[src/hw/rtl/bms_pkg.sv]
// Shared types, request codes, mode encodings and vector offsets of the banked register mode switch.
`timescale 1ns / 1ps

package bms_pkg;

  // Request codes.
  localparam logic [2:0] REQ_WRITE  = 3'd0;
  localparam logic [2:0] REQ_READ   = 3'd1;
  localparam logic [2:0] REQ_SWITCH = 3'd2;
  localparam logic [2:0] REQ_EXC    = 3'd3;
  localparam logic [2:0] REQ_IRQ    = 3'd4;
  localparam logic [2:0] REQ_WAIT   = 3'd5;

  // Register indexes above the visible registers.
  localparam logic [4:0] IDX_CPSR = 5'd16;
  localparam logic [4:0] IDX_SPSR = 5'd17;

  // Processor mode encodings.
  localparam logic [4:0] MODE_USR = 5'h10;
  localparam logic [4:0] MODE_FIQ = 5'h11;
  localparam logic [4:0] MODE_IRQ = 5'h12;
  localparam logic [4:0] MODE_SVC = 5'h13;
  localparam logic [4:0] MODE_ABT = 5'h17;
  localparam logic [4:0] MODE_UND = 5'h1B;
  localparam logic [4:0] MODE_SYS = 5'h1F;

  // Exception vector offsets.
  localparam logic [4:0] VEC_RESET    = 5'h00;
  localparam logic [4:0] VEC_UNDEF    = 5'h04;
  localparam logic [4:0] VEC_SWI      = 5'h08;
  localparam logic [4:0] VEC_PABORT   = 5'h0C;
  localparam logic [4:0] VEC_DABORT   = 5'h10;
  localparam logic [4:0] VEC_RESERVED = 5'h14;
  localparam logic [4:0] VEC_IRQ      = 5'h18;
  localparam logic [4:0] VEC_FIQ      = 5'h1C;

  localparam logic [31:0] HIGH_BASE = 32'hFFFF_0000;
  localparam int unsigned BIT_T = 5;
  localparam int unsigned BIT_I = 7;

  // One request word.
  typedef struct packed {
    logic [2:0]  req_type;
    logic [4:0]  reg_index;
    logic [31:0] write_value;
    logic [4:0]  new_mode;
    logic [4:0]  vector_offset;
    logic [31:0] return_address;
  } req_t;

  // One response word.
  typedef struct packed {
    logic [31:0] read_data;
    logic [4:0]  previous_mode;
    logic [31:0] next_pc;
    logic        halted;
    logic        waiting_irq;
  } rsp_t;

  // Bank slot of a privileged non-FIQ mode.
  typedef struct packed {
    logic       ok;
    logic [1:0] slot;
  } slot_t;

  function automatic slot_t slot_of(logic [4:0] mode);
    slot_t s;
    s.ok   = 1'b1;
    s.slot = 2'd0;
    unique case (mode)
      MODE_SVC: s.slot = 2'd0;
      MODE_ABT: s.slot = 2'd1;
      MODE_UND: s.slot = 2'd2;
      MODE_IRQ: s.slot = 2'd3;
      default:  s.ok   = 1'b0;
    endcase
    return s;
  endfunction

endpackage

[src/hw/rtl/bms_req_if.sv]
// Request channel of the banked register mode switch.
`timescale 1ns / 1ps

interface bms_req_if
  import bms_pkg::*;
();
  logic valid;
  logic ready;
  req_t data;

  modport source (output valid, output data, input ready);
  modport sink (input valid, input data, output ready);
endinterface

[src/hw/rtl/bms_rsp_if.sv]
// Response channel of the banked register mode switch.
`timescale 1ns / 1ps

interface bms_rsp_if
  import bms_pkg::*;
();
  logic valid;
  logic ready;
  rsp_t data;

  modport source (output valid, output data, input ready);
  modport sink (input valid, input data, output ready);
endinterface

[src/hw/rtl/banked_register_mode_switch.sv]
// Banked register file and processor mode logic with one request and one response channel.
//
// Usage:
//   req_i carries one request word per handshake: a register write or read, a mode
//   switch, an exception entry, an IRQ entry or a wait for IRQ. rsp_o returns exactly
//   one word per request, in order. cfg_we_i/cfg_wdata_i write the high-vectors bit;
//   write it only while no request is in flight.
// Timing:
//   A request is captured in an input register, processed against the register file and
//   mode state, and written to the response register. Throughput is one word per cycle
//   while rsp_o is not stalled, set by the single combinational pass from the input
//   register to the state and response registers.
// Reset:
//   rst_ni clears the state and valid registers (not the stage data words), sets CPSR and
//   SPSR to system mode and the vector base to zero. Both stages come up empty.
// Back-pressure:
//   When rsp_o is stalled the response register holds, the input register keeps its
//   word, and req_i still accepts while the input register is empty.
`timescale 1ns / 1ps

module banked_register_mode_switch
  import bms_pkg::*;
(
  input  logic     clk_i,
  input  logic     rst_ni,
  input  logic     cfg_we_i,
  input  logic     cfg_wdata_i,
  bms_req_if.sink  req_i,
  bms_rsp_if.source rsp_o
);

  // Pipeline control and data registers.
  logic        in_valid_q;
  req_t        in_q;
  logic        out_valid_q;
  rsp_t        out_q;
  logic        advance;
  logic        step;

  // Architectural state.
  logic [31:0] vis_q [16];
  logic [31:0] vis_d [16];
  logic [31:0] bnk_q [17];
  logic [31:0] bnk_d [17];
  logic [31:0] bss_q [5];
  logic [31:0] bss_d [5];
  logic [31:0] cpsr_q, cpsr_d;
  logic [31:0] spsr_q, spsr_d;
  logic        wait_q, wait_d;
  logic        hv_q;
  rsp_t        rsp_d;

  // Handshake: the processing stage moves when the response register can take a word.
  assign advance     = !out_valid_q || rsp_o.ready;
  assign step        = in_valid_q && advance;
  assign req_i.ready = !in_valid_q || advance;
  assign rsp_o.valid = out_valid_q;
  assign rsp_o.data  = out_q;

  // Single-pass request processing.
  always_comb begin
    logic [4:0]  old_mode;
    logic [4:0]  target;
    logic        do_switch;
    logic        entry;
    logic [31:0] base;
    logic [31:0] tmp;
    slot_t       so;
    slot_t       st;
    logic [4:0]  bi;

    vis_d    = vis_q;
    bnk_d    = bnk_q;
    bss_d    = bss_q;
    cpsr_d   = cpsr_q;
    spsr_d   = spsr_q;
    wait_d   = wait_q;
    rsp_d    = '0;
    tmp      = '0;
    so       = '0;
    st       = '0;
    bi       = '0;
    old_mode = cpsr_q[4:0];
    base     = hv_q ? HIGH_BASE : 32'd0;
    rsp_d.previous_mode = old_mode;

    // Target mode of a switch or an entry.
    target = MODE_USR;
    case (in_q.req_type)
      REQ_SWITCH: target = in_q.new_mode;
      REQ_IRQ:    target = MODE_IRQ;
      default: begin
        case (in_q.vector_offset)
          VEC_RESET, VEC_SWI:     target = MODE_SVC;
          VEC_UNDEF:              target = MODE_UND;
          VEC_PABORT, VEC_DABORT: target = MODE_ABT;
          VEC_IRQ:                target = MODE_IRQ;
          VEC_FIQ:                target = MODE_FIQ;
          default:                target = MODE_USR;
        endcase
      end
    endcase
    do_switch = (in_q.req_type == REQ_SWITCH) || (in_q.req_type == REQ_EXC) ||
                (in_q.req_type == REQ_IRQ);
    entry     = (in_q.req_type == REQ_EXC) || (in_q.req_type == REQ_IRQ);

    if (do_switch) begin
      // Save the old mode's registers into its bank.
      so = slot_of(old_mode);
      if (old_mode == MODE_USR || old_mode == MODE_SYS) begin
        bnk_d[0] = vis_d[13];
        bnk_d[1] = vis_d[14];
      end else if (old_mode == MODE_FIQ) begin
        for (int i = 0; i < 5; i++) begin
          tmp               = vis_d[4'(8 + i)];
          vis_d[4'(8 + i)]  = bnk_d[5'(10 + i)];
          bnk_d[5'(10 + i)] = tmp;
        end
        bnk_d[15] = vis_d[13];
        bnk_d[16] = vis_d[14];
        bss_d[4]  = spsr_d;
      end else if (so.ok) begin
        bi              = {2'b00, so.slot, 1'b0} + 5'd2;
        bnk_d[bi]       = vis_d[13];
        bnk_d[bi + 5'd1] = vis_d[14];
        bss_d[{1'b0, so.slot}] = spsr_d;
      end

      // Load the new mode's bank.
      st = slot_of(target);
      if (target == MODE_USR || target == MODE_SYS) begin
        vis_d[13] = bnk_d[0];
        vis_d[14] = bnk_d[1];
      end else if (target == MODE_FIQ) begin
        for (int i = 0; i < 5; i++) begin
          tmp               = vis_d[4'(8 + i)];
          vis_d[4'(8 + i)]  = bnk_d[5'(10 + i)];
          bnk_d[5'(10 + i)] = tmp;
        end
        vis_d[13] = bnk_d[15];
        vis_d[14] = bnk_d[16];
        spsr_d    = bss_d[4];
      end else if (st.ok) begin
        bi        = {2'b00, st.slot, 1'b0} + 5'd2;
        vis_d[13] = bnk_d[bi];
        vis_d[14] = bnk_d[bi + 5'd1];
        spsr_d    = bss_d[{1'b0, st.slot}];
      end
      cpsr_d[4:0] = target;
    end

    // Exception and IRQ entry bookkeeping.
    if (entry) begin
      spsr_d        = cpsr_q;
      cpsr_d[BIT_T] = 1'b0;
      cpsr_d[BIT_I] = 1'b1;
      if (in_q.req_type == REQ_EXC) begin
        vis_d[14]     = in_q.return_address;
        rsp_d.next_pc = base + {27'd0, in_q.vector_offset};
        vis_d[15]     = rsp_d.next_pc;
        rsp_d.halted  = (in_q.vector_offset == VEC_RESERVED);
      end else begin
        vis_d[14]     = in_q.return_address + 32'd4;
        rsp_d.next_pc = base + {27'd0, VEC_IRQ};
        wait_d        = 1'b0;
      end
    end

    // Register access and wait requests.
    case (in_q.req_type)
      REQ_WRITE: begin
        if (!in_q.reg_index[4]) begin
          vis_d[in_q.reg_index[3:0]] = in_q.write_value;
        end else if (in_q.reg_index == IDX_CPSR) begin
          cpsr_d = in_q.write_value;
        end else if (in_q.reg_index == IDX_SPSR) begin
          spsr_d = in_q.write_value;
        end
      end
      REQ_READ: begin
        if (!in_q.reg_index[4]) begin
          rsp_d.read_data = vis_q[in_q.reg_index[3:0]];
        end else if (in_q.reg_index == IDX_CPSR) begin
          rsp_d.read_data = cpsr_q;
        end else if (in_q.reg_index == IDX_SPSR) begin
          rsp_d.read_data = spsr_q;
        end
      end
      REQ_WAIT: wait_d = 1'b1;
      default: ;
    endcase

    rsp_d.waiting_irq = wait_d;
  end

  // Input register.
  always_ff @(posedge clk_i or negedge rst_ni) begin
    if (!rst_ni) begin
      in_valid_q <= 1'b0;
    end else if (req_i.ready) begin
      in_valid_q <= req_i.valid;
    end
  end

  always_ff @(posedge clk_i) begin
    if (req_i.ready && req_i.valid) begin
      in_q <= req_i.data;
    end
  end

  // Response register.
  always_ff @(posedge clk_i or negedge rst_ni) begin
    if (!rst_ni) begin
      out_valid_q <= 1'b0;
    end else if (step) begin
      out_valid_q <= 1'b1;
    end else if (rsp_o.ready) begin
      out_valid_q <= 1'b0;
    end
  end

  always_ff @(posedge clk_i) begin
    if (step) begin
      out_q <= rsp_d;
    end
  end

  // Architectural state and configuration.
  always_ff @(posedge clk_i or negedge rst_ni) begin
    if (!rst_ni) begin
      for (int i = 0; i < 16; i++) vis_q[i] <= '0;
      for (int i = 0; i < 17; i++) bnk_q[i] <= '0;
      for (int i = 0; i < 5; i++) bss_q[i] <= '0;
      cpsr_q <= {27'd0, MODE_SYS};
      spsr_q <= {27'd0, MODE_SYS};
      wait_q <= 1'b0;
      hv_q   <= 1'b0;
    end else begin
      if (step) begin
        vis_q  <= vis_d;
        bnk_q  <= bnk_d;
        bss_q  <= bss_d;
        cpsr_q <= cpsr_d;
        spsr_q <= spsr_d;
        wait_q <= wait_d;
      end
      if (cfg_we_i) begin
        hv_q <= cfg_wdata_i;
      end
    end
  end

`ifndef SYNTH
  // A halted response always carries the reserved vector.
  a_halt_vector: assert property (@(posedge clk_i) disable iff (!rst_ni)
    out_valid_q && out_q.halted |-> out_q.next_pc[4:0] == VEC_RESERVED)
    else $error("halted response without reserved vector");

  // Only a read produces read data; reads never produce a vector.
  a_read_no_pc: assert property (@(posedge clk_i) disable iff (!rst_ni)
    out_valid_q && out_q.read_data != 32'd0 |-> out_q.next_pc == 32'd0 && !out_q.halted)
    else $error("read data together with a vector");

  // Entry leaves interrupts masked and ARM state selected.
  a_entry_masks: assert property (@(posedge clk_i) disable iff (!rst_ni)
    step && (in_q.req_type == REQ_EXC || in_q.req_type == REQ_IRQ)
      |=> cpsr_q[BIT_I] && !cpsr_q[BIT_T])
    else $error("entry did not set I or clear T");

  // A word held back by a stalled output stays in the input register.
  a_stage_holds: assert property (@(posedge clk_i) disable iff (!rst_ni)
    in_valid_q && !advance |=> in_valid_q && $stable(in_q))
    else $error("input stage lost a word under stall");
`endif

endmodule

[src/flat_wrapper.sv]
// flat-port wrapper written by rule: the top's interface ports become plain ports
module banked_register_mode_switch_flat import bms_pkg::*;
  (clk_i, rst_ni, cfg_we_i, cfg_wdata_i, req_i_valid, req_i_data, req_i_ready, rsp_o_valid, rsp_o_data, rsp_o_ready);
  bms_req_if req_i_i ();
  bms_rsp_if rsp_o_i ();
  input  logic clk_i;
  input  logic rst_ni;
  input  logic cfg_we_i;
  input  logic cfg_wdata_i;
  input wire logic [$bits(req_i_i.valid)-1:0] req_i_valid;
  input wire logic [$bits(req_i_i.data)-1:0] req_i_data;
  output wire logic [$bits(req_i_i.ready)-1:0] req_i_ready;
  output wire logic [$bits(rsp_o_i.valid)-1:0] rsp_o_valid;
  output wire logic [$bits(rsp_o_i.data)-1:0] rsp_o_data;
  input wire logic [$bits(rsp_o_i.ready)-1:0] rsp_o_ready;
  assign req_i_i.valid = req_i_valid;
  assign req_i_i.data = req_i_data;
  assign req_i_ready = req_i_i.ready;
  assign rsp_o_valid = rsp_o_i.valid;
  assign rsp_o_data = rsp_o_i.data;
  assign rsp_o_i.ready = rsp_o_ready;
  banked_register_mode_switch u_core (.clk_i(clk_i), .rst_ni(rst_ni), .cfg_we_i(cfg_we_i), .cfg_wdata_i(cfg_wdata_i), .req_i(req_i_i), .rsp_o(rsp_o_i));
endmodule
[config.mk]
export PLATFORM = sky130hd
export DESIGN_NAME = banked_register_mode_switch_flat
export DESIGN_NICKNAME = d
export VERILOG_FILES = /design/src/hw/rtl/bms_pkg.sv /design/src/hw/rtl/bms_req_if.sv /design/src/hw/rtl/bms_rsp_if.sv /design/src/hw/rtl/banked_register_mode_switch.sv /design/src/flat_wrapper.sv
export SDC_FILE = /design/constraint.sdc
export NUM_CORES = 2
export LEC_CHECK = 0
export ABC_AREA = 1
export BUFFER_PORTS_ARGS = -buffer_cell sky130_fd_sc_hd__clkbuf_2
export CAP_MARGIN = 40
export CORE_UTILIZATION = 30
export DETAILED_ROUTE_END_ITERATION = 6
export PLACE_DENSITY = 0.55
export SLEW_MARGIN = 10
export SYNTH_ARGS = -nofsm -noshare
export SYNTH_HDL_FRONTEND = slang
export SYNTH_SLANG_ARGS = --single-unit
[constraint.sdc]
create_clock -name clk_i -period 4 [get_ports clk_i]
set_input_delay 0.8 -clock clk_i [delete_from_list [all_inputs] [get_ports clk_i]]
set_output_delay 0.8 -clock clk_i [all_outputs]
set_load 0.005 [all_outputs]
# Word-level counts from Yosys, hierarchy flattened
# Index checks and enable logic that the tools add are counted.
[word_totals] ff_bits=1437 latch_bits=0 ram_bits=0 mem_bits_ro=0 in_bits=88 output_inout_bits=73 wordCells=218 n_memories=0
[classes] add_sub_neg=7 n_mul=0 div=0 order_cmp=11 n_eq_ne=28 n_shift=0 n_mux=82 bitwise_logic=8 reduce_logical=26
[ops] cell="544-bit bitwise mux" n=2
[ops] cell="480-bit 2-to-1 mux" n=2
[ops] cell="32-bit 2-to-1 mux" n=29
[ops] cell="160-bit 2-to-1 mux" n=5
[ops] cell="544-bit 2-to-1 mux" n=1
[ops] cell="512-bit bitwise mux" n=1
[ops] cell="64-bit 2-to-1 mux" n=7
[ops] cell="32-bit binary-select mux with 5-bit select" n=2
[ops] cell="32-bit demux with 5-bit select" n=2
[ops] cell="320-bit 2-to-1 mux" n=1
[ops] cell="224-bit 2-to-1 mux" n=1
[ops] cell="96-bit 2-to-1 mux" n=2
[ops] cell="160-bit bitwise mux" n=1
[ops] cell="32-bit binary-select mux with 4-bit select" n=1
[ops] cell="32-bit demux with 4-bit select" n=1
[ops] cell="128-bit 2-to-1 mux" n=1
[ops] cell="5-bit == test, second input constant" n=20
[ops] cell="32-bit binary-select mux with 3-bit select" n=1
[ops] cell="32-bit demux with 3-bit select" n=1
[ops] cell="32-bit by 3-bit adder with 32-bit output, second input constant" n=1
[ops] cell="32-bit by 5-bit adder with 32-bit output" n=1
[ops] cell="32-bit by 5-bit adder with 32-bit output, second input constant" n=1
[ops] cell="6-bit >= comparator, second input constant" n=4
[ops] cell="8-bit 2-to-1 mux" n=3
[ops] cell="33 further kinds" n=71

# Longest topological paths before layout
[logic_depth] depth_word=27 mapped_depth=26 depth_no_buf=25

# Least setup slack after synthesis
# No wires, ideal clock.
[synth_timing] path_type="input -> register" from="input port rsp_o_ready" to="register u_core.out_q (netlist bit u_core.rsp_o.data[0]), enable pin" setup_time_ps=427 arrival_ps=2904 t_required_ps=3573 slack_ps=669 stages=6 n_path_buf=2 path_cell_list="inv_1 -> nand2_1 -> nand2_1 -> inv_1 -> clkbuf_1 -> clkbuf_1"
[synth_between] elab_chain_len=2
[synth_rtl] item="start: declaration" line="flat_wrapper.sv:15" rtl="input wire logic [$bits(rsp_o_i.ready)-1:0] rsp_o_ready;"
[synth_rtl] item="1-bit logical OR" line="banked_register_mode_switch.sv:54" rtl="assign advance = !out_valid_q || rsp_o.ready;"
[synth_rtl] item="1-bit logical AND" line="banked_register_mode_switch.sv:55" rtl="assign step = in_valid_q && advance;"
[synth_rtl] item="via u_core.step" line="banked_register_mode_switch.sv:38" rtl="logic step;"
[synth_rtl] item="end signal: assignment" line="banked_register_mode_switch.sv:224" rtl="out_q <= rsp_d;"
[synth_rtl] item="end: declaration" line="banked_register_mode_switch.sv:36" rtl="rsp_t out_q;"
# The timed path passes the listed nets, and every way through them passes these cells.
# A chain may end at the register's enable or synchronous reset.

# Worst setup path in the final report
[layout_timing] from="register u_core.cpsr_q[4]" to="register u_core.vis_q[39] in the netlist's numbering"
[layout_between] elab_chain_len=26 word_cells_on_any_way=47 cone_classes="add/sub (2); order compare (4); eq/ne (7); mux (28); bitwise (2); reduce/logical (4)"
[layout_rtl] item="start: declaration" line="banked_register_mode_switch.sv:47" rtl="logic [31:0] cpsr_q, cpsr_d;"
[layout_rtl] item="start signal: assignment" line="banked_register_mode_switch.sv:234" rtl="cpsr_q <= {27'd0, MODE_SYS};"
[layout_rtl] item="start signal: assignment" line="banked_register_mode_switch.sv:243" rtl="cpsr_q <= cpsr_d;"
[layout_rtl] item="5-bit == test" line="bms_pkg.sv:70" rtl="unique case (mode)"
[layout_rtl] item="2-bit case mux with 3 select lines" line="bms_pkg.sv:70"
[layout_rtl] item="2-bit 2-to-1 mux" line="banked_register_mode_switch.sv:107" rtl="if (do_switch) begin"
[layout_rtl] item="3-bit by 2-bit adder with 4-bit output" line="banked_register_mode_switch.sv:123" rtl="bi = {2'b00, so.slot, 1'b0} + 5'd2;"
[layout_rtl] item="5-bit by 1-bit adder with 5-bit output or 5-bit inverter with 6-bit output (tied branches)" line="banked_register_mode_switch.sv:125, banked_register_mode_switch.sv:124"
[layout_rtl] item="5-bit inverter with 6-bit output (not written as such) (tied with other cells)" line="banked_register_mode_switch.sv:125" rtl="bnk_d[bi + 5'd1] = vis_d[14];"
[layout_rtl] item="6-bit >= comparator (not written as such) (tied with other cells)" line="banked_register_mode_switch.sv:125"
[layout_rtl] item="1-bit logical AND (not written as such) or 32-bit 2-to-1 mux (tied branches)" line="banked_register_mode_switch.sv:125, banked_register_mode_switch.sv:124"
[layout_rtl] item="[10 not listed]"
[layout_rtl] item="64-bit 2-to-1 mux" line="banked_register_mode_switch.sv:143" rtl="end else if (st.ok) begin"
[layout_rtl] item="64-bit 2-to-1 mux" line="banked_register_mode_switch.sv:134" rtl="end else if (target == MODE_FIQ) begin"
[layout_rtl] item="64-bit 2-to-1 mux (*)" line="banked_register_mode_switch.sv:131" rtl="if (target == MODE_USR || target == MODE_SYS) begin"
[layout_rtl] item="64-bit 2-to-1 mux (*)" line="banked_register_mode_switch.sv:107"
[layout_rtl] item="64-bit 2-to-1 mux (*)" line="banked_register_mode_switch.sv:153" rtl="if (entry) begin"
[layout_rtl] item="512-bit bitwise mux" line="banked_register_mode_switch.sv:173" rtl="vis_d[in_q.reg_index[3:0]] = in_q.write_value;"
[layout_rtl] item="96-bit 2-to-1 mux" line="banked_register_mode_switch.sv:172" rtl="if (!in_q.reg_index[4]) begin"
[layout_rtl] item="96-bit 2-to-1 mux (*)" line="banked_register_mode_switch.sv:170" rtl="case (in_q.req_type)"
[layout_rtl] item="end signal: assignment" line="banked_register_mode_switch.sv:240" rtl="vis_q <= vis_d;"
[layout_rtl] item="end: declaration" line="banked_register_mode_switch.sv:41" rtl="logic [31:0] vis_q [16];"
# Mark *: on every way between the ends. The rest lies on a longest branch, timed or not. The select of a mux whose other input is x is not followed.

==> impl_metrics.env <==
export IMPL_relSlewSlack_pct=32.1
export IMPL_synth_xor_area_share_pct=0.0467
export IMPL_stdcell_area_sq_um=86000
export IMPL_htreeDepth=4
export IMPL_gr_usage_met3_pct=4.71
export IMPL_placed_area_sq_um=80300
export IMPL_synth_top_family_by_area="simple AND/OR/NAND/NOR gates"
export IMPL_critPathRequiredTime_ns=4.78
export IMPL_crit_type="flop to flop"
export IMPL_viasPerCell=5.40
export IMPL_num_io_pins=161
export IMPL_grt_max_degree=135
export IMPL_critPathArrivalTime_ns=4.51
export IMPL_synthAdderAreaFrac_pct=0.133
export IMPL_synth_common_cells="3,402 x nand2_1, 1,800 x o21ai_0, 1,274 x dfrtp_1"
export IMPL_drv_slew=0
export IMPL_firstDrtPassIters=7
export IMPL_coreArea_sq_um=249000
export IMPL_drtAntennaViolNets=0
export IMPL_synthCells=10200
export IMPL_top_usage_layer="met2"
export IMPL_setup_tns_ns=0
export IMPL_yosys_area_top_type_share_pct=42.5
export IMPL_p_per_area_nw_per_um2=618
export IMPL_synthTopCellsByArea="dfrtp_1 42%, nand2_1 17%, o21ai_0 12%"
export IMPL_r2r_start="u_core.cpsr_q[4]"
export IMPL_fin_crit_ns=3.73
export IMPL_die_area_sq_um=252000
export IMPL_netlist_area_sq_um=75000
export IMPL_clk_pin_slew_ns=0.06
export IMPL_wirelength_microns=309000
export IMPL_ys_flop_type="dfrtp_1"
export IMPL_critPathLaunch="u_core.cpsr_q[4]"
export IMPL_clock_skew_final_ns=0.0526
export IMPL_fmax_mhz=268
export IMPL_async_reset_ff_share_pct=91.0
export IMPL_gp_congestion=0.908
export IMPL_grt_pass1_vias=68800
export IMPL_multi_input_area_sq_um=33000
export IMPL_yosysTopAreaCell="dfrtp_1"
export IMPL_rsz0062_at_grt="no"
export IMPL_initial_utilization_pct=30.2
export IMPL_die_x_microns=502
export IMPL_grt_antenna_before_repair=33
export IMPL_min_delay_start="req_i_data[53]"
export IMPL_synth_compound_area_share_pct=19.7
export IMPL_cts_buffer_depth=3
export IMPL_maxCapViolations=0
export IMPL_numCtsBuffers=164
export IMPL_hpwl_microns=194000
export IMPL_synth_simple_gate_area_share_pct=23.7
export IMPL_vdd_drop_max_v=0.000380
export IMPL_critPathMaxFanout=15
export IMPL_met2_usage_pct=36.8
export IMPL_synth_edff_count=127
export IMPL_io_buffer_count=149
export IMPL_grt_pass1_wl_microns=459000
export IMPL_layout_drive_gt1_share_pct=8.16
export IMPL_drt_iter0_drc=9137
export IMPL_drc=0
export IMPL_wl_per_cell_microns=22.9
export IMPL_root_buffer="clkbuf_16"
export IMPL_grtUsageTotal_pct=24.1
export IMPL_p_total_uw=53100
export IMPL_synth_cell_types=49
export IMPL_cts_tree="done"
export IMPL_die_h_microns=502
export IMPL_synth_warnings=0
export IMPL_place_ws_ns=0.158
export IMPL_worst_slack_ns=0.269
export IMPL_vias=72800
export IMPL_synth_most_common_cell="nand2_1"
export IMPL_synth_avg_cell_area_sq_um=7.35
export IMPL_critPathLaunchType="flop"
export IMPL_synth_seq_cells=1411
export IMPL_tightest_slew_ns=0.993
export IMPL_fill_cells=26000
export IMPL_finalNetCount=10100
export IMPL_finalSetupViolCount=0
export IMPL_area_delta_synth_final_pct=14.6
export IMPL_clock_sinks=1411
export IMPL_hold_ws_ns=0.119
export IMPL_endpoint_kind="flop"
export IMPL_hold_viol=0
export IMPL_hp_class="input pin to flop"
export IMPL_seq_area_sq_um=36000
export IMPL_ys_seq_area_share_pct=47.9
export IMPL_p_leak_uw=0.0389
export IMPL_min_period_over_period_pct=93.3
export IMPL_grt_ovfl_total=0
export IMPL_synth_mux_area_share_pct=0
export IMPL_outcome="completed"
export IMPL_rows=183
export IMPL_met1_usage_pct=31.3
export IMPL_insertion_delay_ns=0.85
worst max-delay path, cell delays in order (launching register included):
cell and delay, ns:
dfstp_2 0.55, inv_2 0.05, nor2_1 0.13, nand3_1 0.16
nand2_1 0.20, inv_1 0.11, ha_1 0.32, nor2_2 0.19
inv_1 0.10, nor2_4 0.18, nand2_2 0.16, buf_4 0.27
buf_4 0.23, nand2_1 0.08, nand3_1 0.06, nand2_1 0.10
inv_1 0.06, nand2_1 0.07, nand3_1 0.09, nand3_1 0.10
nand3_1 0.07, nand2_1 0.07, nand2_1 0.05, nand2_1 0.06
nand2_1 0.05, nand2_1 0.05, nand2_1 0.04, nand2_1 0.05
cell type report:
type | count | share of cell area, %
inverters | 799 | 3.52
clock buffers | 241 | 5.52
repair inverters | 1 | 0.00873
well taps | 3330 | 4.84
repair buffers | 446 | 4.96
clock inverters | 62 | 0.975
diodes | 17 | 0.0495
multi-input cells | 7180 | 38.3
flip-flops and latches | 1411 | 41.8
cell families after synthesis:
logic type,count (synthesis)
buffers and inverters,1622
DFF,1411
xor gates and xnor gates,4
other,1
and+or+nand+nor,4435
adders and majority gates,8
AOI/OAI and AO/OA,2722
repair_timing:
item	in CTS	in global routing
gates resized for setup	0	5
hold buffers	1	0
endpoints found under the hold margin	41	0
buffers inserted	0	0
setup endpoints to repair	0	29
final timing paths:
check | endpoint | slack [ns] | cells past startpoint
max | u_core.vis_q[39] | 0.27 | 27
min | u_core.in_q[53] | 0.12 | 1
max reg2reg | u_core.vis_q[39] | 0.27 | 27
min reg2reg | u_core.bss_q[4] | 0.47 | 2
max in group asynchronous | u_core.vis_q[301] | 2.19 | 4
min in group asynchronous | u_core.bnk_q[189] | 0.55 | 2
power by group:
part / internal (uW) / leakage (uW) / switching (uW)
logic: 5250 / 0.0175 / 12600
clock network: 9190 / 0.00273 / 6620
registers: 17500 / 0.0187 / 2010
total: 31900 / 0.0389 / 21200
through the flow:
| stage | utilization (%) | cells |
|---|---|---|
| finish | 34.6 | 13500 |
| global placement | 32.2 | 13200 |
| floorplan | - | 10200 |
| global route | 34.6 | 13500 |
| detailed placement | 32.3 | 13200 |
| CTS | 34.5 | 13500 |
registers in the layout (all words and copies together), names as in the netlist:
name	flops
u_core.bnk_q	544
u_core.bss_q	160
u_core.cpsr_q	32
u_core.hv_q	1
u_core.in_q	82
u_core.in_valid_q	1
u_core.rsp_o.data	45
u_core.rsp_o.valid	1
u_core.spsr_q	32
u_core.vis_q	512
u_core.wait_q	1
routing by layer:
layer	up-vias	routed length, microns
met5	-	168
met4	24	20500
met3	785	27400
met2	3775	136000
met1	35200	125000
li1	33100	-
layout by cell type, fill, tap and decap left out, drive strengths merged, types with 17 or more instances in the layout:
cell,instances
or2,29
edfxtp,127
clkinv,44
a21oi,396
nand2,3414
o21ai,1853
o22ai,69
dfrtp,1274
inv,798
o211ai,74
diode,17
nor2,257
buf,297
a22oi,248
nand4,17
clkbuf,389
nand3,700
Power figures use the tool's default switching activity.
